--- src/hdl/css_pkg.sv ---
package css_pkg;

	localparam int CORDIC_STEPS_DEF = 16;
	localparam int COORD_WIDTH_DEF  = 16;

	localparam int CFG_W     = 16;
	localparam int CFG_IDX_W = 3;

	localparam int DIAMETER_RST = 1024;
	localparam int DIST_MARGIN_RST = 26;
	localparam int HEAD_MARGIN_RST = 5;
	localparam int TURN_RATE_RST = 60;
	localparam int DRIVE_RATE_RST = 205;

	localparam int SQ_W   = 17;
	localparam int PROD_W = 2 * SQ_W;
	localparam int ACC_W  = PROD_W + 1;
	localparam int CMP_W  = ACC_W + 2;

	localparam int XW       = 64;
	localparam int ZW       = 24;
	localparam int PRESCALE = 58;
	localparam int PI_Q16   = 205887;
	localparam int PI_Q13   = 25736;

	localparam int MARGIN_MUL = 9371420;
	localparam int MARGIN_RND = 32768;
	localparam int TURN_MAX   = 180;

	typedef enum logic [CFG_IDX_W-1:0] {
		REG_CIRCLE_DIAMETER = 3'd0,
		REG_DISTANCE_MARGIN = 3'd1,
		REG_HEADING_MARGIN  = 3'd2,
		REG_TURN_RATE       = 3'd3,
		REG_DRIVE_RATE      = 3'd4
	} cfg_reg_t;

	typedef enum logic [1:0] {
		ZONE_INSIDE  = 2'd0,
		ZONE_OUTSIDE = 2'd1,
		ZONE_ON      = 2'd2
	} zone_t;

	typedef enum logic [2:0] {
		STEP_WAIT   = 3'd0,
		STEP_DIFF   = 3'd1,
		STEP_SQ_X   = 3'd2,
		STEP_SQ_Y   = 3'd3,
		STEP_SQ_LO  = 3'd4,
		STEP_SQ_HI  = 3'd5,
		STEP_CORDIC = 3'd6,
		STEP_DECIDE = 3'd7
	} step_t;

	typedef enum logic [2:0] {
		MUL_HOLD = 3'd0,
		MUL_AX   = 3'd1,
		MUL_AY   = 3'd2,
		MUL_LO   = 3'd3,
		MUL_HI   = 3'd4
	} mul_sel_t;

	typedef enum logic [1:0] {
		ACC_HOLD = 2'd0,
		ACC_LOAD = 2'd1,
		ACC_ADD  = 2'd2
	} acc_op_t;

	typedef enum logic [2:0] {
		JMP_NONE      = 3'd0,
		JMP_IN_IDLE   = 3'd1,
		JMP_NO_TARGET = 3'd2,
		JMP_LOOP      = 3'd3,
		JMP_OUT_BUSY  = 3'd4
	} jmp_t;

	typedef struct packed {
		logic     wait_in;
		logic     ld_diff;
		mul_sel_t mul_sel;
		acc_op_t  acc_op;
		logic     ld_lo2;
		logic     ld_hi2;
		logic     cordic_step;
		logic     decide;
		jmp_t     jmp;
		step_t    target;
		logic     last;
	} ctrl_t;

	typedef struct packed {
		logic no_target;
		logic out_busy;
	} status_t;

	function automatic logic [16:0] atan_q16(input logic [4:0] idx);
		logic [16:0] r;
		case (idx)
			5'd0: r = 17'd51472;
			5'd1: r = 17'd30386;
			5'd2: r = 17'd16055;
			5'd3: r = 17'd8150;
			5'd4: r = 17'd4091;
			5'd5: r = 17'd2047;
			5'd6: r = 17'd1024;
			5'd7: r = 17'd512;
			5'd8: r = 17'd256;
			5'd9: r = 17'd128;
			5'd10: r = 17'd64;
			5'd11: r = 17'd32;
			5'd12: r = 17'd16;
			5'd13: r = 17'd8;
			5'd14: r = 17'd4;
			5'd15: r = 17'd2;
			5'd16: r = 17'd1;
			default: r = 17'd0;
		endcase
		return r;
	endfunction

endpackage

--- src/hdl/css_seq.sv ---
module css_seq #(
	parameter int CORDIC_STEPS = css_pkg::CORDIC_STEPS_DEF
) (
	input  logic              clk,
	input  logic              arst_n,
	input  logic              in_valid,
	input  css_pkg::status_t  status,
	output css_pkg::ctrl_t    ctrl,
	output logic [$clog2(CORDIC_STEPS)-1:0] iter
);
	import css_pkg::*;

	localparam int IW = $clog2(CORDIC_STEPS);
	localparam logic [IW-1:0] LAST_ITER = IW'(CORDIC_STEPS - 1);

	step_t          pc_q;
	step_t          pc_d;
	logic [IW-1:0]  iter_q;
	logic           take;

	function automatic ctrl_t rom(input step_t s);
		ctrl_t c;
		c = '0;
		case (s)
			STEP_WAIT: begin
				c.wait_in = 1'b1;
				c.jmp = JMP_IN_IDLE;
				c.target = STEP_WAIT;
			end
			STEP_DIFF: begin
				c.ld_diff = 1'b1;
				c.jmp = JMP_NO_TARGET;
				c.target = STEP_DECIDE;
			end
			STEP_SQ_X: begin
				c.mul_sel = MUL_AX;
			end
			STEP_SQ_Y: begin
				c.mul_sel = MUL_AY;
				c.acc_op = ACC_LOAD;
			end
			STEP_SQ_LO: begin
				c.mul_sel = MUL_LO;
				c.acc_op = ACC_ADD;
			end
			STEP_SQ_HI: begin
				c.mul_sel = MUL_HI;
				c.ld_lo2 = 1'b1;
			end
			STEP_CORDIC: begin
				c.ld_hi2 = 1'b1;
				c.cordic_step = 1'b1;
				c.jmp = JMP_LOOP;
				c.target = STEP_CORDIC;
			end
			STEP_DECIDE: begin
				c.decide = 1'b1;
				c.jmp = JMP_OUT_BUSY;
				c.target = STEP_DECIDE;
				c.last = 1'b1;
			end
			default: begin
				c.last = 1'b1;
			end
		endcase
		return c;
	endfunction

	assign ctrl = rom(pc_q);
	assign iter = iter_q;

	always_comb begin
		case (ctrl.jmp)
			JMP_IN_IDLE:   take = !in_valid;
			JMP_NO_TARGET: take = status.no_target;
			JMP_LOOP:      take = (iter_q != LAST_ITER);
			JMP_OUT_BUSY:  take = status.out_busy;
			default:       take = 1'b0;
		endcase
		if (take) begin
			pc_d = ctrl.target;
		end else if (ctrl.last) begin
			pc_d = STEP_WAIT;
		end else begin
			pc_d = step_t'(3'(pc_q + 3'd1));
		end
	end

	always_ff @(posedge clk or negedge arst_n) begin
		if (!arst_n) begin
			pc_q <= STEP_WAIT;
			iter_q <= '0;
		end else begin
			pc_q <= pc_d;
			if (ctrl.cordic_step) begin
				iter_q <= (iter_q == LAST_ITER) ? '0 : IW'(iter_q + 1'b1);
			end
		end
	end

	a_accept_to_diff: assert property (@(posedge clk) disable iff (!arst_n)
		(in_valid && ctrl.wait_in) |=> (pc_q == STEP_DIFF))
		else $error("accepted beat did not advance to difference step");

	a_iter_idle: assert property (@(posedge clk) disable iff (!arst_n)
		!ctrl.cordic_step |-> (iter_q == '0))
		else $error("iteration counter not cleared outside loop");

	a_loop_stays: assert property (@(posedge clk) disable iff (!arst_n)
		(pc_q == STEP_CORDIC && iter_q != LAST_ITER) |=> (pc_q == STEP_CORDIC))
		else $error("rotation loop left early");

endmodule

--- src/hdl/css_dp.sv ---
module css_dp #(
	parameter int CORDIC_STEPS = css_pkg::CORDIC_STEPS_DEF,
	parameter int COORD_WIDTH  = css_pkg::COORD_WIDTH_DEF
) (
	input  logic                            clk,
	input  logic                            arst_n,
	input  logic                            cfg_write,
	input  logic [css_pkg::CFG_IDX_W-1:0]   cfg_index,
	input  logic [css_pkg::CFG_W-1:0]       cfg_data,
	input  logic                            in_valid,
	input  logic signed [COORD_WIDTH-1:0]   robot_x,
	input  logic signed [COORD_WIDTH-1:0]   robot_y,
	input  logic signed [15:0]              robot_heading,
	input  logic                            target_seen,
	input  logic signed [COORD_WIDTH-1:0]   sighted_x,
	input  logic signed [COORD_WIDTH-1:0]   sighted_y,
	input  css_pkg::ctrl_t                  ctrl,
	input  logic [$clog2(CORDIC_STEPS)-1:0] iter,
	output css_pkg::status_t                status,
	input  logic                            out_ready,
	output logic                            out_valid,
	output logic                            command_valid,
	output logic signed [10:0]              drive_cmd,
	output logic signed [8:0]               turn_cmd,
	output logic [1:0]                      zone
);
	import css_pkg::*;

	localparam int CW = COORD_WIDTH;
	localparam int AW = (CW + 1 > SQ_W + 1) ? CW + 1 : SQ_W + 1;
	localparam logic [SQ_W-1:0] SQ_MAX = '1;

	// configuration
	logic [15:0] diameter_q;
	logic [11:0] dist_margin_q;
	logic [6:0]  head_margin_q;
	logic [7:0]  turn_rate_q;
	logic [9:0]  drive_rate_q;

	// latched item and target
	logic signed [CW-1:0] known_x_q, known_y_q;
	logic                 target_known_q;
	logic signed [CW-1:0] rx_q, ry_q;
	logic signed [15:0]   yaw_q;

	logic [SQ_W-1:0]      ax_q, ay_q;
	logic                 nz_q;
	logic [PROD_W-1:0]    prod_q, lo2_q, hi2_q;
	logic [ACC_W-1:0]     acc_q;
	logic signed [XW-1:0] x_q, y_q;
	logic signed [ZW-1:0] z_q;

	logic                 out_valid_q, cmd_valid_q;
	logic signed [10:0]   fwd_q;
	logic signed [8:0]    trn_q;
	zone_t                zone_q;

	logic                 in_fire, out_busy, load_out;
	logic signed [CW:0]   dx, dy;
	logic signed [XW-1:0] xi, yi, xs, ys;
	logic signed [ZW-1:0] at;
	logic signed [17:0]   lo;
	logic                 lo_pos;
	logic [SQ_W-1:0]      hi;
	logic [SQ_W-1:0]      mul_a;
	logic [CMP_W-1:0]     d4;
	logic                 is_inside, is_outside;
	zone_t                zone_d;
	logic signed [ZW-1:0] zr, zb, zc;
	logic signed [15:0]   bear;
	logic [30:0]          mprod;
	logic signed [17:0]   yaw_e, b_e, m_e;
	logic [7:0]           tr;
	logic signed [8:0]    trn_d;
	logic signed [10:0]   fwd_d;

	function automatic logic [SQ_W-1:0] sat_abs(input logic signed [CW:0] d);
		logic [CW:0]   mag;
		logic [AW-1:0] ext;
		mag = d[CW] ? (CW+1)'(-d) : d;
		ext = AW'(mag);
		return (ext > AW'(SQ_MAX)) ? SQ_MAX : ext[SQ_W-1:0];
	endfunction

	assign in_fire  = in_valid && ctrl.wait_in;
	assign out_busy = out_valid_q && !out_ready;
	assign load_out = ctrl.decide && !out_busy;
	assign status   = '{no_target: !target_known_q, out_busy: out_busy};

	assign dx = {known_x_q[CW-1], known_x_q} - {rx_q[CW-1], rx_q};
	assign dy = {known_y_q[CW-1], known_y_q} - {ry_q[CW-1], ry_q};
	assign xi = XW'(dx) <<< (PRESCALE - CW);
	assign yi = XW'(dy) <<< (PRESCALE - CW);

	assign xs = x_q >>> iter;
	assign ys = y_q >>> iter;
	assign at = ZW'(atan_q16(5'(iter)));

	assign lo     = 18'(diameter_q) - 18'({dist_margin_q, 1'b0});
	assign lo_pos = !lo[17] && (lo != '0);
	assign hi     = SQ_W'(diameter_q) + SQ_W'({dist_margin_q, 1'b0});

	always_comb begin
		case (ctrl.mul_sel)
			MUL_AX:  mul_a = ax_q;
			MUL_AY:  mul_a = ay_q;
			MUL_LO:  mul_a = lo[SQ_W-1:0];
			MUL_HI:  mul_a = hi;
			default: mul_a = '0;
		endcase
	end

	// zone from squared distance
	assign d4         = {acc_q, 2'b00};
	assign is_inside  = lo_pos && (d4 < CMP_W'(lo2_q));
	assign is_outside = d4 > CMP_W'(hi2_q);

	always_comb begin
		if (is_inside) begin
			zone_d = ZONE_INSIDE;
		end else if (is_outside) begin
			zone_d = ZONE_OUTSIDE;
		end else begin
			zone_d = ZONE_ON;
		end
	end

	// bearing and heading window
	assign zr = z_q + ZW'(4);
	assign zb = zr >>> 3;
	always_comb begin
		if (zb > ZW'(PI_Q13)) begin
			zc = ZW'(PI_Q13);
		end else if (zb < -ZW'(PI_Q13)) begin
			zc = -ZW'(PI_Q13);
		end else begin
			zc = zb;
		end
	end
	assign bear  = 16'(zc);
	assign mprod = 31'(head_margin_q) * 31'(MARGIN_MUL) + 31'(MARGIN_RND);
	assign yaw_e = 18'(yaw_q);
	assign b_e   = 18'(bear);
	assign m_e   = 18'(mprod[30:16]);
	assign tr    = (turn_rate_q > 8'(TURN_MAX)) ? 8'(TURN_MAX) : turn_rate_q;

	always_comb begin
		trn_d = '0;
		if (nz_q && (yaw_e > b_e + m_e)) begin
			trn_d = -9'(tr);
		end else if (nz_q && (yaw_e < b_e - m_e)) begin
			trn_d = 9'(tr);
		end
		fwd_d = '0;
		if (trn_d == '0) begin
			case (zone_d)
				ZONE_INSIDE:  fwd_d = -11'(drive_rate_q);
				ZONE_OUTSIDE: fwd_d = 11'(drive_rate_q);
				default:      fwd_d = '0;
			endcase
		end
	end

	always_ff @(posedge clk or negedge arst_n) begin
		if (!arst_n) begin
			diameter_q <= 16'(DIAMETER_RST);
			dist_margin_q <= 12'(DIST_MARGIN_RST);
			head_margin_q <= 7'(HEAD_MARGIN_RST);
			turn_rate_q <= 8'(TURN_RATE_RST);
			drive_rate_q <= 10'(DRIVE_RATE_RST);
		end else if (cfg_write) begin
			case (cfg_reg_t'(cfg_index))
				REG_CIRCLE_DIAMETER: diameter_q <= cfg_data;
				REG_DISTANCE_MARGIN: dist_margin_q <= cfg_data[11:0];
				REG_HEADING_MARGIN:  head_margin_q <= cfg_data[6:0];
				REG_TURN_RATE:       turn_rate_q <= cfg_data[7:0];
				REG_DRIVE_RATE:      drive_rate_q <= cfg_data[9:0];
				default: ;
			endcase
		end
	end

	always_ff @(posedge clk or negedge arst_n) begin
		if (!arst_n) begin
			known_x_q <= '0;
			known_y_q <= '0;
			target_known_q <= 1'b0;
		end else if (in_fire && target_seen) begin
			known_x_q <= sighted_x;
			known_y_q <= sighted_y;
			target_known_q <= 1'b1;
		end
	end

	always_ff @(posedge clk) begin
		if (in_fire) begin
			rx_q <= robot_x;
			ry_q <= robot_y;
			yaw_q <= robot_heading;
		end
		if (ctrl.ld_diff) begin
			ax_q <= sat_abs(dx);
			ay_q <= sat_abs(dy);
			nz_q <= (dx != '0) || (dy != '0);
			if (dx[CW]) begin
				x_q <= -xi;
				y_q <= -yi;
				z_q <= dy[CW] ? -ZW'(PI_Q16) : ZW'(PI_Q16);
			end else begin
				x_q <= xi;
				y_q <= yi;
				z_q <= '0;
			end
		end else if (ctrl.cordic_step) begin
			if (!y_q[XW-1]) begin
				x_q <= x_q + ys;
				y_q <= y_q - xs;
				z_q <= z_q + at;
			end else begin
				x_q <= x_q - ys;
				y_q <= y_q + xs;
				z_q <= z_q - at;
			end
		end
		if (ctrl.mul_sel != MUL_HOLD) begin
			prod_q <= mul_a * mul_a;
		end
		case (ctrl.acc_op)
			ACC_LOAD: acc_q <= ACC_W'(prod_q);
			ACC_ADD:  acc_q <= acc_q + ACC_W'(prod_q);
			default: ;
		endcase
		if (ctrl.ld_lo2) begin
			lo2_q <= prod_q;
		end
		if (ctrl.ld_hi2) begin
			hi2_q <= prod_q;
		end
	end

	// result register
	always_ff @(posedge clk or negedge arst_n) begin
		if (!arst_n) begin
			out_valid_q <= 1'b0;
		end else if (load_out) begin
			out_valid_q <= 1'b1;
		end else if (out_ready) begin
			out_valid_q <= 1'b0;
		end
	end

	always_ff @(posedge clk) begin
		if (load_out) begin
			cmd_valid_q <= target_known_q;
			if (target_known_q) begin
				fwd_q <= fwd_d;
				trn_q <= trn_d;
				zone_q <= zone_d;
			end else begin
				fwd_q <= '0;
				trn_q <= '0;
				zone_q <= ZONE_INSIDE;
			end
		end
	end

	assign out_valid     = out_valid_q;
	assign command_valid = cmd_valid_q;
	assign drive_cmd     = fwd_q;
	assign turn_cmd      = trn_q;
	assign zone          = zone_q;

	a_invalid_zero: assert property (@(posedge clk) disable iff (!arst_n)
		(out_valid_q && !cmd_valid_q) |-> (fwd_q == '0 && trn_q == '0 && zone_q == ZONE_INSIDE))
		else $error("command without target is not zero");

	a_turn_no_drive: assert property (@(posedge clk) disable iff (!arst_n)
		(out_valid_q && trn_q != '0) |-> (fwd_q == '0))
		else $error("drive ordered while turning");

	a_decide_loads: assert property (@(posedge clk) disable iff (!arst_n)
		(ctrl.decide && !out_busy) |=> out_valid_q)
		else $error("decision step did not fill result register");

endmodule

--- src/hdl/circle_surround_steering_unit.sv ---
// channel  | handshake            | payload
// ---------+----------------------+--------------------------------------------------
// in       | in_valid / in_ready  | robot_x, robot_y, robot_heading, target_seen,
//          |                      | sighted_x, sighted_y
// out      | out_valid/ out_ready | command_valid, drive_cmd, turn_cmd, zone
// cfg      | cfg_write            | cfg_index, cfg_data
//
// one beat runs from accept through the difference step, the squarer steps, the rotation loop
// of the microcode sequencer and the decision step, with one shared squarer
// a beat with no target known yet jumps from the difference step to the decision step
// the result register lets the next beat be accepted while a result waits
// the decision step holds while the result register is still full
// arst_n clears the step counter, target latch and result valid and loads the configuration defaults
module circle_surround_steering_unit #(
	parameter int CORDIC_STEPS = css_pkg::CORDIC_STEPS_DEF,
	parameter int COORD_WIDTH  = css_pkg::COORD_WIDTH_DEF
) (
	input  logic                          clk,
	input  logic                          arst_n,
	input  logic                          cfg_write,
	input  logic [css_pkg::CFG_IDX_W-1:0] cfg_index,
	input  logic [css_pkg::CFG_W-1:0]     cfg_data,
	input  logic                          in_valid,
	output logic                          in_ready,
	input  logic signed [COORD_WIDTH-1:0] robot_x,
	input  logic signed [COORD_WIDTH-1:0] robot_y,
	input  logic signed [15:0]            robot_heading,
	input  logic                          target_seen,
	input  logic signed [COORD_WIDTH-1:0] sighted_x,
	input  logic signed [COORD_WIDTH-1:0] sighted_y,
	output logic                          out_valid,
	input  logic                          out_ready,
	output logic                          command_valid,
	output logic signed [10:0]            drive_cmd,
	output logic signed [8:0]             turn_cmd,
	output logic [1:0]                    zone
);
	import css_pkg::*;

	ctrl_t                          ctrl;
	status_t                        status;
	logic [$clog2(CORDIC_STEPS)-1:0] iter;

	assign in_ready = ctrl.wait_in;

	css_seq #(
		.CORDIC_STEPS(CORDIC_STEPS)
	) u_seq (
		.clk      (clk),
		.arst_n   (arst_n),
		.in_valid (in_valid),
		.status   (status),
		.ctrl     (ctrl),
		.iter     (iter)
	);

	css_dp #(
		.CORDIC_STEPS(CORDIC_STEPS),
		.COORD_WIDTH (COORD_WIDTH)
	) u_dp (
		.clk           (clk),
		.arst_n        (arst_n),
		.cfg_write     (cfg_write),
		.cfg_index     (cfg_index),
		.cfg_data      (cfg_data),
		.in_valid      (in_valid),
		.robot_x       (robot_x),
		.robot_y       (robot_y),
		.robot_heading (robot_heading),
		.target_seen   (target_seen),
		.sighted_x     (sighted_x),
		.sighted_y     (sighted_y),
		.ctrl          (ctrl),
		.iter          (iter),
		.status        (status),
		.out_ready     (out_ready),
		.out_valid     (out_valid),
		.command_valid (command_valid),
		.drive_cmd     (drive_cmd),
		.turn_cmd      (turn_cmd),
		.zone          (zone)
	);

endmodule
--- config.mk ---
export PLATFORM = sky130hd
export DESIGN_NAME = circle_surround_steering_unit
export DESIGN_NICKNAME = d
export VERILOG_FILES = /design/src/hdl/css_pkg.sv /design/src/hdl/css_seq.sv /design/src/hdl/css_dp.sv /design/src/hdl/circle_surround_steering_unit.sv
export SDC_FILE = /design/constraint.sdc
export NUM_CORES = 2
export LEC_CHECK = 0
export BUFFER_PORTS_ARGS = -buffer_cell sky130_fd_sc_hd__buf_2
export CORE_MARGIN = 2
export CORE_UTILIZATION = 40
export DETAILED_ROUTE_END_ITERATION = 8
export PLACE_DENSITY = 0.65
export SYNTH_ARGS = -nofsm -noshare
export SYNTH_HDL_FRONTEND = slang
export SYNTH_SLANG_ARGS = --single-unit
--- constraint.sdc ---
create_clock -name clk -period 13.7 [get_ports clk]
set_clock_uncertainty 0.05 [all_clocks]
set_input_delay 2.055 -clock clk [delete_from_list [all_inputs] [get_ports clk]]
set_output_delay 2.055 -clock clk [all_outputs]
set_load 0.005 [all_outputs]
==> reports/qor.yml <==
outcome:
  status: "finished, final reports clean"
worst_setup_path:
  slowest_delay_ns: 0.88
  ff2ff_path_depth: 36
  cp_max_fo: 18
  timing.rr.start: "u_dp.head_margin_q[6]"
  required_ns: 14.20
  startpoint_type: "flip-flop"
  crit_path_start: "u_dp.head_margin_q[6]"
  crit_path_top_delay_cell: "nor3b_1"
  worst-endpoint-arrival_ns: 12.29
  cp-end-kind: "flip-flop"
  r2r-end: "u_dp.drive_cmd[5]"
  path_class: "reg -> reg"
  r2r_slack_ns: 1.91
synth:
  synthMuxAreaShare_pct: 9.78
  synth_cell_types: 114
  syn_area_um2: 56600
  synth_area_per_cell_um2: 9.27
  synth-simple-area-share_pct: 14.4
  synth-main-ff-cell: "edfxtp_1"
  yosys_register_bits: 486
  synth_most_common_cell: "inv_1"
  synth_top_area_share_pct: 20.8
  synth_top_family_by_area: "adder cells"
  synth_nets: 7000
  yosysTopAreaCell: "edfxtp_1"
  synthArstFlopShare_pct: 19.3
  synth_edf_count: 392
  synthTopCellsByCount: "inv_1 (565), ha_1 (552), nand2_1 (508)"
  syn_inst: 6108
  yosys_warnings: 0
  synth_compound_area_share_pct: 17.1
  synthAdderAreaFrac_pct: 20.5
  seq_area_frac_synth_pct: 25.0
  synth_xor_area_share_pct: 7.35
  synthTopCellsByArea: "edfxtp_1 (21%), ha_1 (12%), fa_1 (8.3%)"
die:
  rows: 138
  ios: 130
  core-area_um2: 141000
  die_height_um: 380
  initial_core_util_pct: 40.1
  die-width_um: 380
  die_area_um2: 145000
sta:
  setup_tns_ns: 0
  slew_violations: 0
  tightest_slew_ns: 1.15
  finalCritPeriodShare_pct: 86.0
  fmax_mhz: 84.8
  min_period_ns: 11.79
  finalSetupViolations: 0
  rsz0062_at_grt: "false"
  hold_viol_final: 0
  maxSlewHeadroom_pct: 23.2
detailed_routing:
  wirelength_um: 164000
  via_per_inst: 5.78
  first_iter_violations: 4083
  wl_met2_um: 75600
  drc: 0
  highest_layer: "met5"
  wl_met1_um: 72100
  vias: 46500
  postRouteAntennaNets: 0
  post_drt_wl_per_cell_um: 20.3
  dr_wl_met3_um: 10700
  dr.pass1.iters: 6
finish:
  finalNetCount: 6996
  multi_input_area_um2: 39200
  regArea_um2: 14200
  area_delta_synth_final_pct: 7.88
  n_fill_cell: 13700
  drive_gt1_share_pct: 10.6
clock_tree:
  insertion_delay_ns: 0.69
  cts-htree-levels: 3
  cts.sinks: 486
  cts_buffers: 66
  cts_resized: 0
  cts-root-buf: "clkbuf_16"
  clk_path_buf_depth: 3
  cts_tree: "built"
  postCtsSetupBuffers: 0
  holdBufCountCts: 0
  cts.clk_slew.worst_paths_ns: 0.06
global_route:
  grt.overflow.total: 0
  grt_pass1_vias: 45200
  grt.total_usage_pct: 22.2
  grt_max_degree: 72
  grt_pass1_wl_um: 256000
  antenna_found_initial: 16
placed_design:
  port-buffer-count: 129
  hpwl_um: 128000
  gp_congestion: 0.924
min_path:
  hold_path_class: "reg -> reg"
  hold_end: "u_dp.known_x_q[5]"
  holdCritStartpoint: "u_dp.known_x_q[5]"
  min_path_cells: 1
run:
  maxCapViolCount: 0
area by class of cell:
| type | instances | area share [%] |
|---|---|---|
| diodes | 2 | 0.00820 |
| clock buffers | 89 | 2.88 |
| clock inverters | 31 | 0.709 |
| inverters | 566 | 3.49 |
| multi-input cells | 4807 | 64.2 |
| flip-flops and latches | 486 | 23.2 |
| well taps | 1890 | 3.87 |
| repair buffers | 177 | 1.65 |
layer usage:
layer / up-vias / global-route usage [%]
li1: 22000 / -
met1: 22700 / 30.1
met2: 1532 / 36.2
met3: 292 / 3.26
met4: 6 / 7.10
met5: - / 0
worst max-delay path, delay by kind of cell, from the launching register on:
| family | cells | cell delay [ns] |
|---|---|---|
| flip-flops | 1 | 0.53 |
| adder cells (fa/ha/maj) | 7 | 3.36 |
| multiplexers | 1 | 0.23 |
| buffers and inverters | 3 | 0.41 |
| XOR/XNOR | 2 | 0.26 |
| AND/OR/NAND/NOR | 8 | 2.32 |
| AO/OA/AOI/OAI | 15 | 4.47 |
sequential cells by signal, indices dropped and copies added, names as in the netlist, 17 cells and up:
name	cells
u_dp.y_q	64
u_dp.x_q	64
u_dp.lo2_q	33
u_dp.ax_q	17
u_dp.acc_q	35
u_dp.prod_q	33
u_dp.ay_q	17
u_dp.z_q	24
u_dp.hi2_q	33
cells by family after synthesis:
family | count (synthesis)
buffers and inverters | 815
AND/OR/NAND/NOR | 1676
adder cells (fa/ha/maj) | 788
flip-flops | 486
multiplexers | 352
XOR/XNOR | 475
AO/OA/AOI/OAI | 1516
worst max path at each step:
| stage | to | slack, ns | cells after the start |
|---|---|---|---|
| 6_report | u_dp.drive_cmd[5] | 1.91 | 36 |
| 5_1_grt | u_dp.drive_cmd[5] | 1.03 | 35 |
| 4_1_cts | u_dp.drive_cmd[5] | 1.98 | 36 |
| 3_5_place_dp | u_dp.drive_cmd[5] | 2.05 | 36 |
| 3_3_place_gp | u_dp.drive_cmd[5] | 2.26 | 36 |
| 2_1_floorplan | u_dp.drive_cmd[9] | 3.25 | 40 |
stage by stage:
stage	cells	area [um^2]	setup slack, ns	utilization, %	hold slack, ns
after floorplan	6108	56600	3.25	-	0.417
after global placement	7926	58900	2.26	41.7	0.432
after detailed placement	7926	58900	2.05	41.7	0.450
after CTS	8046	61100	1.98	43.3	0.463
after global routing	8047	61100	1.03	43.3	0.476
final	8048	61100	1.91	43.3	0.458
cell usage in the layout (no fill, tap or decap), types with 57 or more instances in the layout:
cell type / count
clkbuf_16: 66
nor3_1: 97
nand2_1: 505
dfrtp_1: 75
mux2_2: 127
a21o_1: 174
a21oi_1: 435
edfxtp_1: 392
o21bai_1: 57
ha_1: 552
xnor2_1: 288
nor2b_1: 75
mux2i_1: 76
nand2b_1: 63
inv_1: 563
o21ai_0: 331
mux4_2: 129
nor2_1: 446
xor2_1: 187
nand3_1: 111
and3_1: 62
buf_2: 128
a31oi_1: 86
fa_1: 235
and2_1: 78
Power is not shown: default switching activity piles up to over one toggle a cycle in this logic, so the estimate is an artifact.
